File: config.mk
export PLATFORM = sky130hd
export DESIGN_NAME = button_short_long_press_detector_unit_flat
export DESIGN_NICKNAME = d
export VERILOG_FILES = /design/src/design/bslp_pkg.sv /design/src/design/bslp_ifs.sv /design/src/design/button_short_long_press_detector_unit.sv /design/src/design/bslp_in_stage.sv /design/src/design/bslp_step.sv /design/src/design/bslp_out_stage.sv /design/src/flat_wrapper.sv
export SDC_FILE = /design/constraint.sdc
export NUM_CORES = 1
export LEC_CHECK = 0
export BUFFER_PORTS_ARGS = -buffer_cell sky130_fd_sc_hd__buf_2
export CORE_MARGIN = 2
export CORE_UTILIZATION = 30
export DETAILED_ROUTE_END_ITERATION = 7
export GPL_TIMING_DRIVEN = 0
export SETUP_SLACK_MARGIN = 0.05
export SLEW_MARGIN = 20
export SYNTH_ARGS = -nofsm -noshare
export SYNTH_HDL_FRONTEND = slang
export SYNTH_SLANG_ARGS = --single-unit
export TNS_END_PERCENT = 50
File: constraint.sdc
create_clock -name clk -period 3.51 [get_ports clk]
set_input_delay 0.1755 -clock clk [delete_from_list [all_inputs] [get_ports clk]]
set_output_delay 0.1755 -clock clk [all_outputs]
set_load 0.005 [all_outputs]
File: src/design/bslp_pkg.sv
// bslp_pkg: shared types and constants of the button press detector
// no dependencies; used by every module in design/

package bslp_pkg;

	// default counter width of the tick timers
	localparam int TIMER_BITS_DEF = 16;

	// configuration register file
	localparam int CFG_W     = 16;
	localparam int CFG_IDX_W = 1;
	localparam logic [CFG_IDX_W-1:0] CFG_SAMPLE_PERIOD    = 1'b0;
	localparam logic [CFG_IDX_W-1:0] CFG_LONG_PRESS_LIMIT = 1'b1;

	// reset values of the registers
	localparam logic [CFG_W-1:0] SAMPLE_PERIOD_RST    = 16'd10;
	localparam logic [CFG_W-1:0] LONG_PRESS_LIMIT_RST = 16'd1000;

	// press state machine
	typedef enum logic [2:0] {
		PH_IDLE    = 3'd0,
		PH_PRESSED = 3'd1,
		PH_SHORT   = 3'd2,
		PH_LONG    = 3'd3,
		PH_WAIT    = 3'd4
	} phase_t;

	// input stage contents
	typedef struct packed {
		logic valid;
		logic button_level;
	} s1_t;

	// result word of one tick
	typedef struct packed {
		logic click_event;
		logic short_press_event;
		logic long_press_event;
		logic sample_taken;
	} res_t;

endpackage

File: src/design/bslp_ifs.sv
// bslp_ifs: valid/ready channel interfaces of the button press detector
// depends on nothing; instantiated around button_short_long_press_detector_unit

// tick channel: one word per tick carrying the sampled button level
interface bslp_tick_if;
	logic valid;
	logic ready;
	logic button_level;

	modport source (output valid, output button_level, input ready);
	modport sink   (input valid, input button_level, output ready);
endinterface

// event channel: one result word per tick
interface bslp_event_if;
	logic valid;
	logic ready;
	logic click_event;
	logic short_press_event;
	logic long_press_event;
	logic sample_taken;

	modport source (output valid, output click_event, output short_press_event,
		output long_press_event, output sample_taken, input ready);
	modport sink   (input valid, input click_event, input short_press_event,
		input long_press_event, input sample_taken, output ready);
endinterface

File: src/design/button_short_long_press_detector_unit.sv
// button_short_long_press_detector_unit: short/long press detector top level
// depends on bslp_pkg, bslp_ifs, bslp_in_stage, bslp_step, bslp_out_stage
//
// Usage: every word on the button channel is one time tick carrying the
// sampled level of an active-low button (0 pressed). For each tick word one
// event word leaves on the events channel with click, short press, long press
// and sample-taken flags. Registers sample_period (index 0) and
// long_press_limit (index 1) are written through cfg_we/cfg_index/cfg_data;
// the user must write them only while the block is idle; it is not enforced.
// Pipeline: an accepted tick word passes two register stages, the input
// register and then the result register, before its event word shows.
// Throughput: one word per cycle while events.ready stays high; the counters
// and the five-state machine update in the single logic stage in between.
// Reset: arst_n clears both stages, the counters and the state machine and
// loads the register defaults (10 and 1000).
// Stall: while the events receiver holds ready low the result register keeps
// its word, the input register still takes one more tick word, and then
// button.ready drops until the result word is taken.

module button_short_long_press_detector_unit #(
	parameter int TIMER_BITS = bslp_pkg::TIMER_BITS_DEF
) (
	input  logic                            clk,
	input  logic                            arst_n,
	bslp_tick_if.sink                       button,
	bslp_event_if.source                    events,
	input  logic                            cfg_we,
	input  logic [bslp_pkg::CFG_IDX_W-1:0]  cfg_index,
	input  logic [bslp_pkg::CFG_W-1:0]      cfg_data
);

	logic [bslp_pkg::CFG_W-1:0] sample_period_q;
	logic [bslp_pkg::CFG_W-1:0] long_press_limit_q;
	bslp_pkg::s1_t              s1;
	bslp_pkg::res_t             res;
	logic                       advance;

	// configuration registers
	always_ff @(posedge clk or negedge arst_n) begin
		if (!arst_n) begin
			sample_period_q    <= bslp_pkg::SAMPLE_PERIOD_RST;
			long_press_limit_q <= bslp_pkg::LONG_PRESS_LIMIT_RST;
		end else if (cfg_we) begin
			unique case (cfg_index)
				bslp_pkg::CFG_SAMPLE_PERIOD:    sample_period_q    <= cfg_data;
				bslp_pkg::CFG_LONG_PRESS_LIMIT: long_press_limit_q <= cfg_data;
				default: ;
			endcase
		end
	end

	// input register
	bslp_in_stage u_in_stage (
		.clk     (clk),
		.arst_n  (arst_n),
		.tick    (button),
		.advance (advance),
		.s1      (s1)
	);

	// counters and state machine
	bslp_step #(
		.TIMER_BITS (TIMER_BITS)
	) u_step (
		.clk              (clk),
		.arst_n           (arst_n),
		.s1               (s1),
		.advance          (advance),
		.sample_period    (sample_period_q),
		.long_press_limit (long_press_limit_q),
		.res              (res)
	);

	// result register
	bslp_out_stage u_out_stage (
		.clk      (clk),
		.arst_n   (arst_n),
		.s1_valid (s1.valid),
		.res      (res),
		.events   (events),
		.advance  (advance)
	);

	// at most one press event per word
	a_one_event: assert property (@(posedge clk) disable iff (!arst_n)
		events.valid |-> $countones({events.click_event, events.short_press_event,
			events.long_press_event}) <= 1)
		else $error("more than one press event in a word");

	// events only on ticks where the machine stepped
	a_event_needs_step: assert property (@(posedge clk) disable iff (!arst_n)
		(events.valid && (events.click_event || events.short_press_event
			|| events.long_press_event)) |-> events.sample_taken)
		else $error("press event without a sample step");

	// the tick channel only stalls when both stages are full and the output waits
	a_stall_cause: assert property (@(posedge clk) disable iff (!arst_n)
		!button.ready |-> (s1.valid && events.valid && !events.ready))
		else $error("tick channel stalled without a full pipeline");

	// a word moving out of the input register shows up as a result next cycle
	a_advance_shows: assert property (@(posedge clk) disable iff (!arst_n)
		advance |=> events.valid)
		else $error("advanced word missing from result register");

endmodule

File: src/design/bslp_in_stage.sv
// bslp_in_stage: input register of the tick channel
// depends on bslp_pkg and bslp_tick_if

module bslp_in_stage (
	input  logic             clk,
	input  logic             arst_n,
	bslp_tick_if.sink        tick,
	input  logic             advance,
	output bslp_pkg::s1_t    s1
);

	logic valid_s1;
	logic level_s1;

	// stage is free when empty or when its word moves on this cycle
	assign tick.ready = !valid_s1 || advance;

	// valid flag
	always_ff @(posedge clk or negedge arst_n) begin
		if (!arst_n) begin
			valid_s1 <= 1'b0;
		end else if (tick.ready) begin
			valid_s1 <= tick.valid;
		end
	end

	// payload
	always_ff @(posedge clk) begin
		if (tick.valid && tick.ready) begin
			level_s1 <= tick.button_level;
		end
	end

	assign s1.valid        = valid_s1;
	assign s1.button_level = level_s1;

endmodule

File: src/design/bslp_step.sv
// bslp_step: tick counters updated per word, press state machine stepped on each sample
// depends on bslp_pkg

module bslp_step #(
	parameter int TIMER_BITS = bslp_pkg::TIMER_BITS_DEF
) (
	input  logic                          clk,
	input  logic                          arst_n,
	input  bslp_pkg::s1_t                 s1,
	input  logic                          advance,
	input  logic [bslp_pkg::CFG_W-1:0]    sample_period,
	input  logic [bslp_pkg::CFG_W-1:0]    long_press_limit,
	output bslp_pkg::res_t                res
);

	localparam int CMP_W = (TIMER_BITS > bslp_pkg::CFG_W) ? TIMER_BITS : bslp_pkg::CFG_W;
	localparam logic [TIMER_BITS-1:0] CNT_MAX = {TIMER_BITS{1'b1}};

	bslp_pkg::phase_t        phase_q, phase_d;
	logic [TIMER_BITS-1:0]   tss_q, tss_d, tss_inc;
	logic [TIMER_BITS-1:0]   tsp_q, tsp_d, tsp_inc;
	logic                    step;
	logic                    released;

	// state registers, updated as the word moves to the result stage
	always_ff @(posedge clk or negedge arst_n) begin
		if (!arst_n) begin
			phase_q <= bslp_pkg::PH_IDLE;
			tss_q   <= '0;
			tsp_q   <= '0;
		end else if (advance) begin
			phase_q <= phase_d;
			tss_q   <= tss_d;
			tsp_q   <= tsp_d;
		end
	end

	// saturating increments and sample compare
	assign tss_inc  = (tss_q == CNT_MAX) ? tss_q : tss_q + 1'b1;
	assign tsp_inc  = (tsp_q == CNT_MAX) ? tsp_q : tsp_q + 1'b1;
	assign step     = CMP_W'(tss_inc) >= CMP_W'(sample_period);
	assign released = s1.button_level;

	// next state and events
	always_comb begin
		phase_d = phase_q;
		tss_d   = step ? '0 : tss_inc;
		tsp_d   = tsp_inc;
		res     = '0;
		if (step) begin
			res.sample_taken = 1'b1;
			unique case (phase_q)
				bslp_pkg::PH_IDLE: begin
					if (!released) begin
						res.click_event = 1'b1;
						phase_d         = bslp_pkg::PH_PRESSED;
						tsp_d           = '0;
					end
				end
				bslp_pkg::PH_PRESSED: begin
					if (CMP_W'(tsp_inc) < CMP_W'(long_press_limit)) begin
						if (released) begin
							phase_d = bslp_pkg::PH_SHORT;
						end
					end else begin
						phase_d = bslp_pkg::PH_LONG;
					end
				end
				bslp_pkg::PH_SHORT: begin
					res.short_press_event = 1'b1;
					phase_d               = bslp_pkg::PH_IDLE;
				end
				bslp_pkg::PH_LONG: begin
					res.long_press_event = 1'b1;
					phase_d              = bslp_pkg::PH_WAIT;
				end
				bslp_pkg::PH_WAIT: begin
					if (released) begin
						phase_d = bslp_pkg::PH_IDLE;
					end
				end
				default: begin
					phase_d = bslp_pkg::PH_IDLE;
				end
			endcase
		end
	end

endmodule

File: src/design/bslp_out_stage.sv
// bslp_out_stage: result register of the event channel
// depends on bslp_pkg and bslp_event_if

module bslp_out_stage (
	input  logic             clk,
	input  logic             arst_n,
	input  logic             s1_valid,
	input  bslp_pkg::res_t   res,
	bslp_event_if.source     events,
	output logic             advance
);

	logic           valid_s2;
	bslp_pkg::res_t res_s2;

	// the input stage word moves when the result register is free or drains
	assign advance = s1_valid && (!valid_s2 || events.ready);

	// valid flag
	always_ff @(posedge clk or negedge arst_n) begin
		if (!arst_n) begin
			valid_s2 <= 1'b0;
		end else if (advance) begin
			valid_s2 <= 1'b1;
		end else if (events.ready) begin
			valid_s2 <= 1'b0;
		end
	end

	// payload
	always_ff @(posedge clk) begin
		if (advance) begin
			res_s2 <= res;
		end
	end

	assign events.valid             = valid_s2;
	assign events.click_event       = res_s2.click_event;
	assign events.short_press_event = res_s2.short_press_event;
	assign events.long_press_event  = res_s2.long_press_event;
	assign events.sample_taken      = res_s2.sample_taken;

endmodule
File: src/flat_wrapper.sv
// flat-port wrapper written by rule: the top's interface ports become plain ports
module button_short_long_press_detector_unit_flat 
#(
	parameter int TIMER_BITS = bslp_pkg::TIMER_BITS_DEF
)
  (clk, arst_n, cfg_we, cfg_index, cfg_data, button_valid, button_button_level, button_ready, events_valid, events_click_event, events_short_press_event, events_long_press_event, events_sample_taken, events_ready);
  bslp_tick_if button_i ();
  bslp_event_if events_i ();
  input  logic clk;
  input  logic arst_n;
  input  logic cfg_we;
  input  logic [bslp_pkg::CFG_IDX_W-1:0] cfg_index;
  input  logic [bslp_pkg::CFG_W-1:0] cfg_data;
  input wire logic [$bits(button_i.valid)-1:0] button_valid;
  input wire logic [$bits(button_i.button_level)-1:0] button_button_level;
  output wire logic [$bits(button_i.ready)-1:0] button_ready;
  output wire logic [$bits(events_i.valid)-1:0] events_valid;
  output wire logic [$bits(events_i.click_event)-1:0] events_click_event;
  output wire logic [$bits(events_i.short_press_event)-1:0] events_short_press_event;
  output wire logic [$bits(events_i.long_press_event)-1:0] events_long_press_event;
  output wire logic [$bits(events_i.sample_taken)-1:0] events_sample_taken;
  input wire logic [$bits(events_i.ready)-1:0] events_ready;
  assign button_i.valid = button_valid;
  assign button_i.button_level = button_button_level;
  assign button_ready = button_i.ready;
  assign events_valid = events_i.valid;
  assign events_click_event = events_i.click_event;
  assign events_short_press_event = events_i.short_press_event;
  assign events_long_press_event = events_i.long_press_event;
  assign events_sample_taken = events_i.sample_taken;
  assign events_i.ready = events_ready;
  button_short_long_press_detector_unit #(.TIMER_BITS(TIMER_BITS)) u_core (.clk(clk), .arst_n(arst_n), .button(button_i), .events(events_i), .cfg_we(cfg_we), .cfg_index(cfg_index), .cfg_data(cfg_data));
endmodule
==> metrics.csv, run 1 <==
stage;metric;value;unit
run_status;status;finished with violations;
run_status;failing checks;negative setup slack;
min_path;path type of the worst min-delay path;in -> reg;
global_routing;number of antenna violations at the first check in global routing;0;
power_and_ir_drop;maximum resistive drop on vdd;0.228;mV
yosys;dominant combinational cell family by area after synthesis;simple AND/OR/NAND/NOR gates;
final_layout;layout cell share with drive strength beyond 1;0.313;
final_layout;Diodes inserted;0;
floorplan;Rows;45;
yosys;top area cells in the synthesized netlist;dfrtp_1 33%, ha_1 8.9%, nand2_1 6.3%, mux2_2 4.6%, dfstp_2 4.5%;
yosys;adder and majority cell fraction of the synthesized area;0.0894;
floorplan;total core area;0.0151;sq mm
cts;clock-pin slew reported for the worst setup and hold paths after clock tree synthesis;0.06;ns
yosys;synthesized-area fraction occupied by and/or/nand/nor cells;0.207;
route;detailed-route wire length;13.0;mm
yosys;Synth Register Bits;74;
critical_path;kind of start point of the critical path;flop;
yosys;area share of the largest cell type after synthesis;0.330;
route;DRC violation count after routing;0;
yosys;FFs w/ async S/R, synth;0.932;
final_layout;number of cells in the finished layout apart from fillers;792;
global_routing;wire length of the first global-routing pass;20.6;mm
cts;sinks on the clock net;74;
sta;Clock Skew;0.0121;ns
yosys;number of flops mapped to enable cells by yosys;5;
yosys;library cell with the highest instance count after synthesis;nand2_1;
critical_path;data arrival time of the critical path;3.91;ns
cts;clock latency of the later-clocked register in the worst-skew pair;0.35;ns
yosys;Most used DFF post-synth;dfrtp_1;
sta;Final Max Tran Viols;0;
yosys;synthesized-area fraction occupied by ao, oa, aoi and oai cells;0.150;
sta;post-layout min period;3.68;ns
floorplan;die extent in y;128;microns
sta;Final Hold Viols;0;
yosys;register area share after synthesis;0.408;
critical_path;CP dominant cell by count;buf_4;
floorplan;Initial Utilization;0.305;
yosys;Synth Area in XOR/XNOR;0.0417;
critical_path;required time of the critical path;3.74;ns
sta;measured slew at the worst slew-check pin;1.18;ns
route;antenna-violating nets left;0;
place;detailed-placement wirelength estimate;8.61;mm
place;final estimated routing congestion in global placement;0.861;
floorplan;die boundary width;128;microns
yosys;post-synth design cell area;0.00462;sq mm
cts;Max H-tree Level;3;
yosys;cell count after synthesis;506;
yosys;post-synthesis mux area share;0.0506;
power_and_ir_drop;leakage power total;2.83;nW
yosys;Yosys top cell by area;dfrtp_1;
critical_path;Critical Path, Cell by Cell;ha_4 -> nand2_4 -> or3_4 -> nand4_1 -> buf_4 -> buf_4 -> buf_4 -> buf_4 -> buf_4 -> buf_4 -> buf_4 -> buf_4 -> buf_4 -> buf_4 -> buf_4 -> buf_4 -> buf_4 -> buf_4 -> buf_4 -> buf_4 -> buf_4 -> buf_4 -> a21o_1 -> a22o_1;
sta;Period Utilization, post-route;1.05;
critical_path;kind of end point of the critical path;flop;
route;total vias in the final route;4163;
route;Routed WL per cell;16.4;microns
global_routing;via count of the first global-routing pass;4239;
sta;slack of the critical path;-0.171;ns
cts;number of clock buffers inserted by TritonCTS;9;
sta;worst hold slack after final layout;0.0106;ns
critical_path;Critical Path Fanout Max;5;
global_routing;grt total ovfl;0;
yosys;post-synthesis net count;562;
yosys;Post-synth top cells;77 x nand2_1, 61 x dfrtp_1, 35 x inv_1, 33 x ha_1, 28 x o21ai_0;
floorplan;count of pins on the block boundary;29;
floorplan;DIE AREA;0.0164;sq mm
critical_path;crit path max-delay cell type;dfrtp_2;
place;placed cell count;723;
power_and_ir_drop;Power Density;496;mW/mm^2
sta;Setup-failing EPs final;28;
route;via density per instance;5.26;
cts;CTS tree;built;
route;DRC marker count from the first detailed-route iteration;266;
final_layout;area added between synthesis and finish;32.9;%
global_routing;maximum number of pins on one net before global-route repair;50;
sta;Peak Freq;272;MHz
yosys;post-synthesis cell type count;57;
global_routing;overall routing resource usage;0.160;
critical_path;path type of the worst setup path;reg -> reg;
flow_run;count of maximum capacitance violations;0;
place;count of input and output buffers;28;
cts;maximum root-to-sink buffer count;2;
final_layout;# nets final;655;
sta;Rel. slew slack;0.210;
route;iteration count of the initial detailed-routing pass;4;
cts;clock tree root buffer cell;clkbuf_16;
critical_path;delay of the slowest cell on the worst path;0.45;ns
sta;RSZ-0062 raised after global routing;yes;
yosys;synth warn;0;
yosys;Avg Inst Size Synth;9.13;sq um
where the power goes:
group / total [mW] / leakage, nW / switching (mW) / internal [mW]
Combinational: 1.02 / 1.81 / 0.524 / 0.500
Clock: 0.905 / 0.136 / 0.359 / 0.545
Sequential: 1.12 / 0.887 / 0.115 / 1.00
Total: 3.05 / 2.83 / 0.999 / 2.05
worst max-delay path: cells and delay by family, from the launching register on:
kind,cells,cell delay [ns]
and+or+nand+nor,3,0.32
DFF,1,0.45
adders and majority gates,1,0.21
buffers and inverters,18,2.24
AOI/OAI and AO/OA,2,0.32
cell families after synthesis:
kind of cell,Yosys count
buffers and inverters,62
AO/OA/AOI/OAI,104
adder cells (fa/ha/maj),33
AND/OR/NAND/NOR,190
flip-flops,74
XOR/XNOR,22
multiplexers,21
metal layers:
metal / GRT usage / vias up / routed length [microns]
met5: 0 / - / 0
met4: 0.0814 / 0 / 572
met3: 0.0305 / 44 / 529
met2: 0.290 / 99 / 6690
met1: 0.180 / 2037 / 5210
li1: - / 1983 / -
placed cells by master, fill, tap and decap left out, types with 6 or more instances in the layout:
cell type / netlist / final
a21oi_1: 10 / 9
buf_2: 6 / 29
nor2b_1: 7 / 7
o21ai_0: 28 / 21
nor3_1: 11 / 10
xor2_1: 10 / 9
o211ai_1: 8 / 8
clkbuf_16: 0 / 13
dfstp_2: 8 / 8
a21o_1: 8 / 8
dfrtp_1: 61 / 58
nor3b_1: 6 / 6
buf_6: 0 / 6
mux2_2: 19 / 19
a22o_1: 7 / 7
nor2_1: 19 / 17
inv_1: 35 / 35
nand2_1: 77 / 74
buf_4: 1 / 52
o22ai_2: 0 / 6
o21ai_1: 11 / 8
ha_1: 33 / 32
nand4_1: 13 / 13
nand3_1: 19 / 13
xnor2_1: 12 / 11
clkbuf_1: 19 / 14
o21ai_2: 0 / 10
and4_1: 7 / 6
final cells by class:
type,instances,area (sq um)
buffer,19,150
timing repair buffer,89,701
multi-input combinational,370,2740
tap,188,235
sequential,74,1890
fill,1390,9010
inverter,36,143
clock inverter,4,42.5
clock buffer,12,236
what timing repair did:
item,in CTS,in global routing
gates cloned,3,0
setup buffers,44,12
resized for setup,57,35
setup endpoints to repair,39,39
endpoints found under the hold margin,19,0
hold buffers,1,0
pin swaps,33,27
metrics by stage:
stage | util | TNS, ns | power, mW | area [sq um] | setup slack (ns)
2_1_floorplan | - | 0 | 1.63 | 4620 | 0.0585
3_3_place_gp | 0.330 | -15.47 | 1.81 | 5000 | -0.535
3_5_place_dp | 0.332 | -17.49 | 1.85 | 5030 | -0.575
4_1_cts | 0.394 | -2.78 | 2.95 | 5960 | -0.165
5_1_grt | 0.405 | -7.14 | 3.21 | 6140 | -0.266
6_report | 0.405 | -3.23 | 3.05 | 6140 | -0.171
state kept, by name (all words and copies together) (netlist names):
| signal | flops |
|---|---|
| u_core.long_press_limit_q | 16 |
| u_core.sample_period_q | 16 |
| u_core.u_in_stage.level_s1 | 1 |
| u_core.u_in_stage.valid_s1 | 1 |
| u_core.u_out_stage.events.click_event | 1 |
| u_core.u_out_stage.events.long_press_event | 1 |
| u_core.u_out_stage.events.sample_taken | 1 |
| u_core.u_out_stage.events.short_press_event | 1 |
| u_core.u_out_stage.events.valid | 1 |
| u_core.u_step.phase_q | 3 |
| u_core.u_step.tsp_q | 16 |
| u_core.u_step.tss_q | 16 |
path summary, 6_finish.rpt:
path	to	from	depth (start not counted)	slack, ns
worst max-delay path	u_core.u_step.tss_q[3]$_DFFE_PN0P_	u_core.u_step.tss_q[0]$_DFFE_PN0P_	24	-0.17
worst min-delay path	u_core.u_in_stage.level_s1$_DFFE_PP_	button_button_level	1	0.01
worst max register to register	u_core.u_step.tss_q[3]$_DFFE_PN0P_	u_core.u_step.tss_q[0]$_DFFE_PN0P_	24	-0.17
worst min register to register	u_core.u_out_stage.events.valid$_DFFE_PN0P_	u_core.u_in_stage.valid_s1$_DFFE_PN0N_	1	0.49
max in group asynchronous	u_core.long_press_limit_q[3]$_DFFE_PN1P_	arst_n	3	2.65
min in group asynchronous	u_core.sample_period_q[11]$_DFFE_PN0P_	arst_n	2	0.26
No activity file was read; power rests on OpenSTA's default activity.
==> run 2, diff against run 1 <==
clock period = 3.78 ns   (was 3.51 ns; I/O delays follow)
==> metrics.csv, run 2 (synthesis gave the netlist of run 1 again) <==
stage;metric;value;unit
place;final estimated routing congestion in global placement;0.858;
final_layout;layout cell share with drive strength beyond 1;0.245;
sta;measured slew at the worst slew-check pin;0.868;ns
route;DRC marker count from the first detailed-route iteration;255;
global_routing;maximum number of pins on one net before global-route repair;50;
final_layout;area added between synthesis and finish;24.7;%
sta;Final Hold Viols;0;
global_routing;via count of the first global-routing pass;4120;
cts;maximum root-to-sink buffer count;2;
run_status;failing checks;negative setup slack;
floorplan;die extent in y;128;microns
sta;worst hold slack after final layout;0.0227;ns
global_routing;overall routing resource usage;0.155;
sta;Rel. slew slack;0.421;
sta;post-layout min period;3.81;ns
flow_run;count of maximum capacitance violations;0;
floorplan;die boundary width;128;microns
power_and_ir_drop;leakage power total;2.65;nW
sta;Peak Freq;262;MHz
route;via density per instance;5.17;
floorplan;Rows;45;
cts;CTS tree;built;
critical_path;required time of the critical path;4.01;ns
critical_path;Critical Path Fanout Max;8;
final_layout;Diodes inserted;0;
global_routing;wire length of the first global-routing pass;20.0;mm
min_path;cell depth of the worst min-delay path;1;
route;antenna-violating nets left;0;
final_layout;# nets final;638;
floorplan;count of pins on the block boundary;29;
cts;sinks on the clock net;74;
cts;clock tree root buffer cell;clkbuf_16;
sta;Period Utilization, post-route;1.01;
critical_path;critical register-to-register path endpoint;u_core.u_step.tss_q[3]$_DFFE_PN0P_;
route;DRC violation count after routing;0;
sta;Clock Skew;0.00884;ns
critical_path;path type of the worst setup path;reg -> reg;
place;worst setup timing slack at the placement stage;-0.336;ns
sta;RSZ-0062 raised after global routing;yes;
route;total vias in the final route;4010;
sta;slack of the critical path;-0.0347;ns
floorplan;DIE AREA;0.0164;sq mm
floorplan;total core area;0.0151;sq mm
final_layout;most common cell after layout, fill and taps aside;nand2_1;
power_and_ir_drop;maximum resistive drop on vdd;0.268;mV
route;iteration count of the initial detailed-routing pass;4;
global_routing;grt total ovfl;0;
cts;number of clock buffers inserted by TritonCTS;9;
critical_path;worst flop-to-flop path startpoint;u_core.u_step.tss_q[2]$_DFFE_PN0P_;
min_path;beginning of the worst hold path;button_button_level;
global_routing;number of antenna violations at the first check in global routing;0;
min_path;path type of the worst min-delay path;in -> reg;
final_layout;commonest cells after routing, fill and taps aside;76 x nand2_1, 55 x dfrtp_1, 38 x buf_4, 35 x inv_1, 32 x ha_1;
power_and_ir_drop;Power Density;481;mW/mm^2
min_path;hold endpoint;u_core.u_in_stage.level_s1$_DFFE_PP_;
critical_path;kind of start point of the critical path;flop;
sta;Setup-failing EPs final;1;
critical_path;FF-to-FF setup slack;-0.03;ns
cts;Max H-tree Level;3;
floorplan;Initial Utilization;0.305;
route;detailed-route wire length;12.2;mm
cts;clock-pin slew reported for the worst setup and hold paths after clock tree synthesis;0.06;ns
critical_path;data arrival time of the critical path;4.04;ns
cts;clock latency of the later-clocked register in the worst-skew pair;0.34;ns
place;detailed-placement wirelength estimate;8.52;mm
critical_path;cell count of the worst reg-to-reg path;26;
sta;Final Max Tran Viols;0;
place;count of input and output buffers;28;
run_status;status;finished with violations;
route;Routed WL per cell;15.7;microns
critical_path;kind of end point of the critical path;flop;
==> run 2: cell types whose count changed in the layout (fill, tap and decap cells not counted), sizes merged <==
cell,before,now
buf,91,76
clkbuf,28,26
clkinv,3,2
clkinvlp,0,1
==> run 2: how the worst max path moves through the flow <==
stage,endpoint,startpoint,slack (ns),cells after the start
floorplan,u_core.u_step.tss_q[4]$_DFFE_PN0P_,u_core.u_step.tss_q[7]$_DFFE_PN0P_,0.28,16
global placement,u_core.u_step.tsp_q[5]$_DFFE_PN0P_,u_core.u_step.tss_q[6]$_DFFE_PN0P_,-0.30,16
detailed placement,u_core.u_step.tsp_q[15]$_DFFE_PN0P_,u_core.u_step.tss_q[6]$_DFFE_PN0P_,-0.34,16
CTS,u_core.u_step.tsp_q[5]$_DFFE_PN0P_,u_core.u_step.tss_q[7]$_DFFE_PN0P_,0.01,16
global route,u_core.u_step.tss_q[4]$_DFFE_PN0P_,u_core.u_step.tss_q[12]$_DFFE_PN0P_,-0.17,15
finish,u_core.u_step.tss_q[3]$_DFFE_PN0P_,u_core.u_step.tss_q[2]$_DFFE_PN0P_,-0.03,26
==> run 2: repair_timing <==
| action | 4_1_cts | 5_1_grt |
|---|---|---|
| endpoints found under the hold margin | 19 | 0 |
| gates cloned | 0 | 1 |
| pin swaps | 4 | 13 |
| hold buffers | 1 | 0 |
| gates resized for setup | 12 | 39 |
| setup endpoints to repair | 37 | 37 |
| setup buffers | 23 | 12 |
==> run 2: per-layer routing <==
metal  wire (microns)  vias up  share of wire  global-route usage
met3              324       30          0.027              0.0321
met5                0        -              0                   0
li1                 -     1952              -                   -
met1             5180     1947           0.43               0.185
met4              387        0          0.032              0.0782
met2             6270       81           0.52               0.264
==> run 2: metrics by stage <==
step                instances   util  TNS [ns]  total power [mW]  instance area, sq um
global route              775  0.380    -0.845              2.95                  5760
finish                    775  0.380   -0.0347              2.77                  5760
CTS                       763  0.366         0              2.70                  5550
detailed placement        723  0.332     -8.61              1.72                  5030
floorplan                 506      -         0              1.51                  4620
global placement          722  0.330     -7.59              1.68                  5000
==> run 2: power by group <==
| group | internal, mW | switching (mW) |
|---|---|---|
| Sequential | 0.933 | 0.114 |
| Combinational | 0.391 | 0.429 |
| Clock | 0.567 | 0.338 |
==> run 2: layout make-up <==
type,instances,area [sq um]
fillers,1464,9380
multi-input cells,370,2570
flip-flops and latches,74,1890
repair buffers,66,450
clock buffers,12,268
well taps,188,235
plain buffers,25,158
inverters,36,143
clock inverters,4,47.5
==> run 2: critical path: stages, from the launching register on <==
cell and delay (ns):
dfrtp_1 0.39, buf_6 0.14, and4_4 0.17, nand2_4 0.07, or3_1 0.13, buf_6 0.11
nand4_1 0.13, buf_4 0.17, buf_4 0.12, buf_4 0.12, buf_4 0.13, buf_4 0.12
buf_4 0.12, buf_4 0.12, buf_4 0.12, buf_4 0.12, buf_4 0.12, buf_4 0.12
buf_4 0.12, buf_4 0.12, buf_4 0.12, buf_4 0.12, buf_4 0.12, buf_4 0.13
buf_4 0.13, a21o_1 0.15, a22o_1 0.17
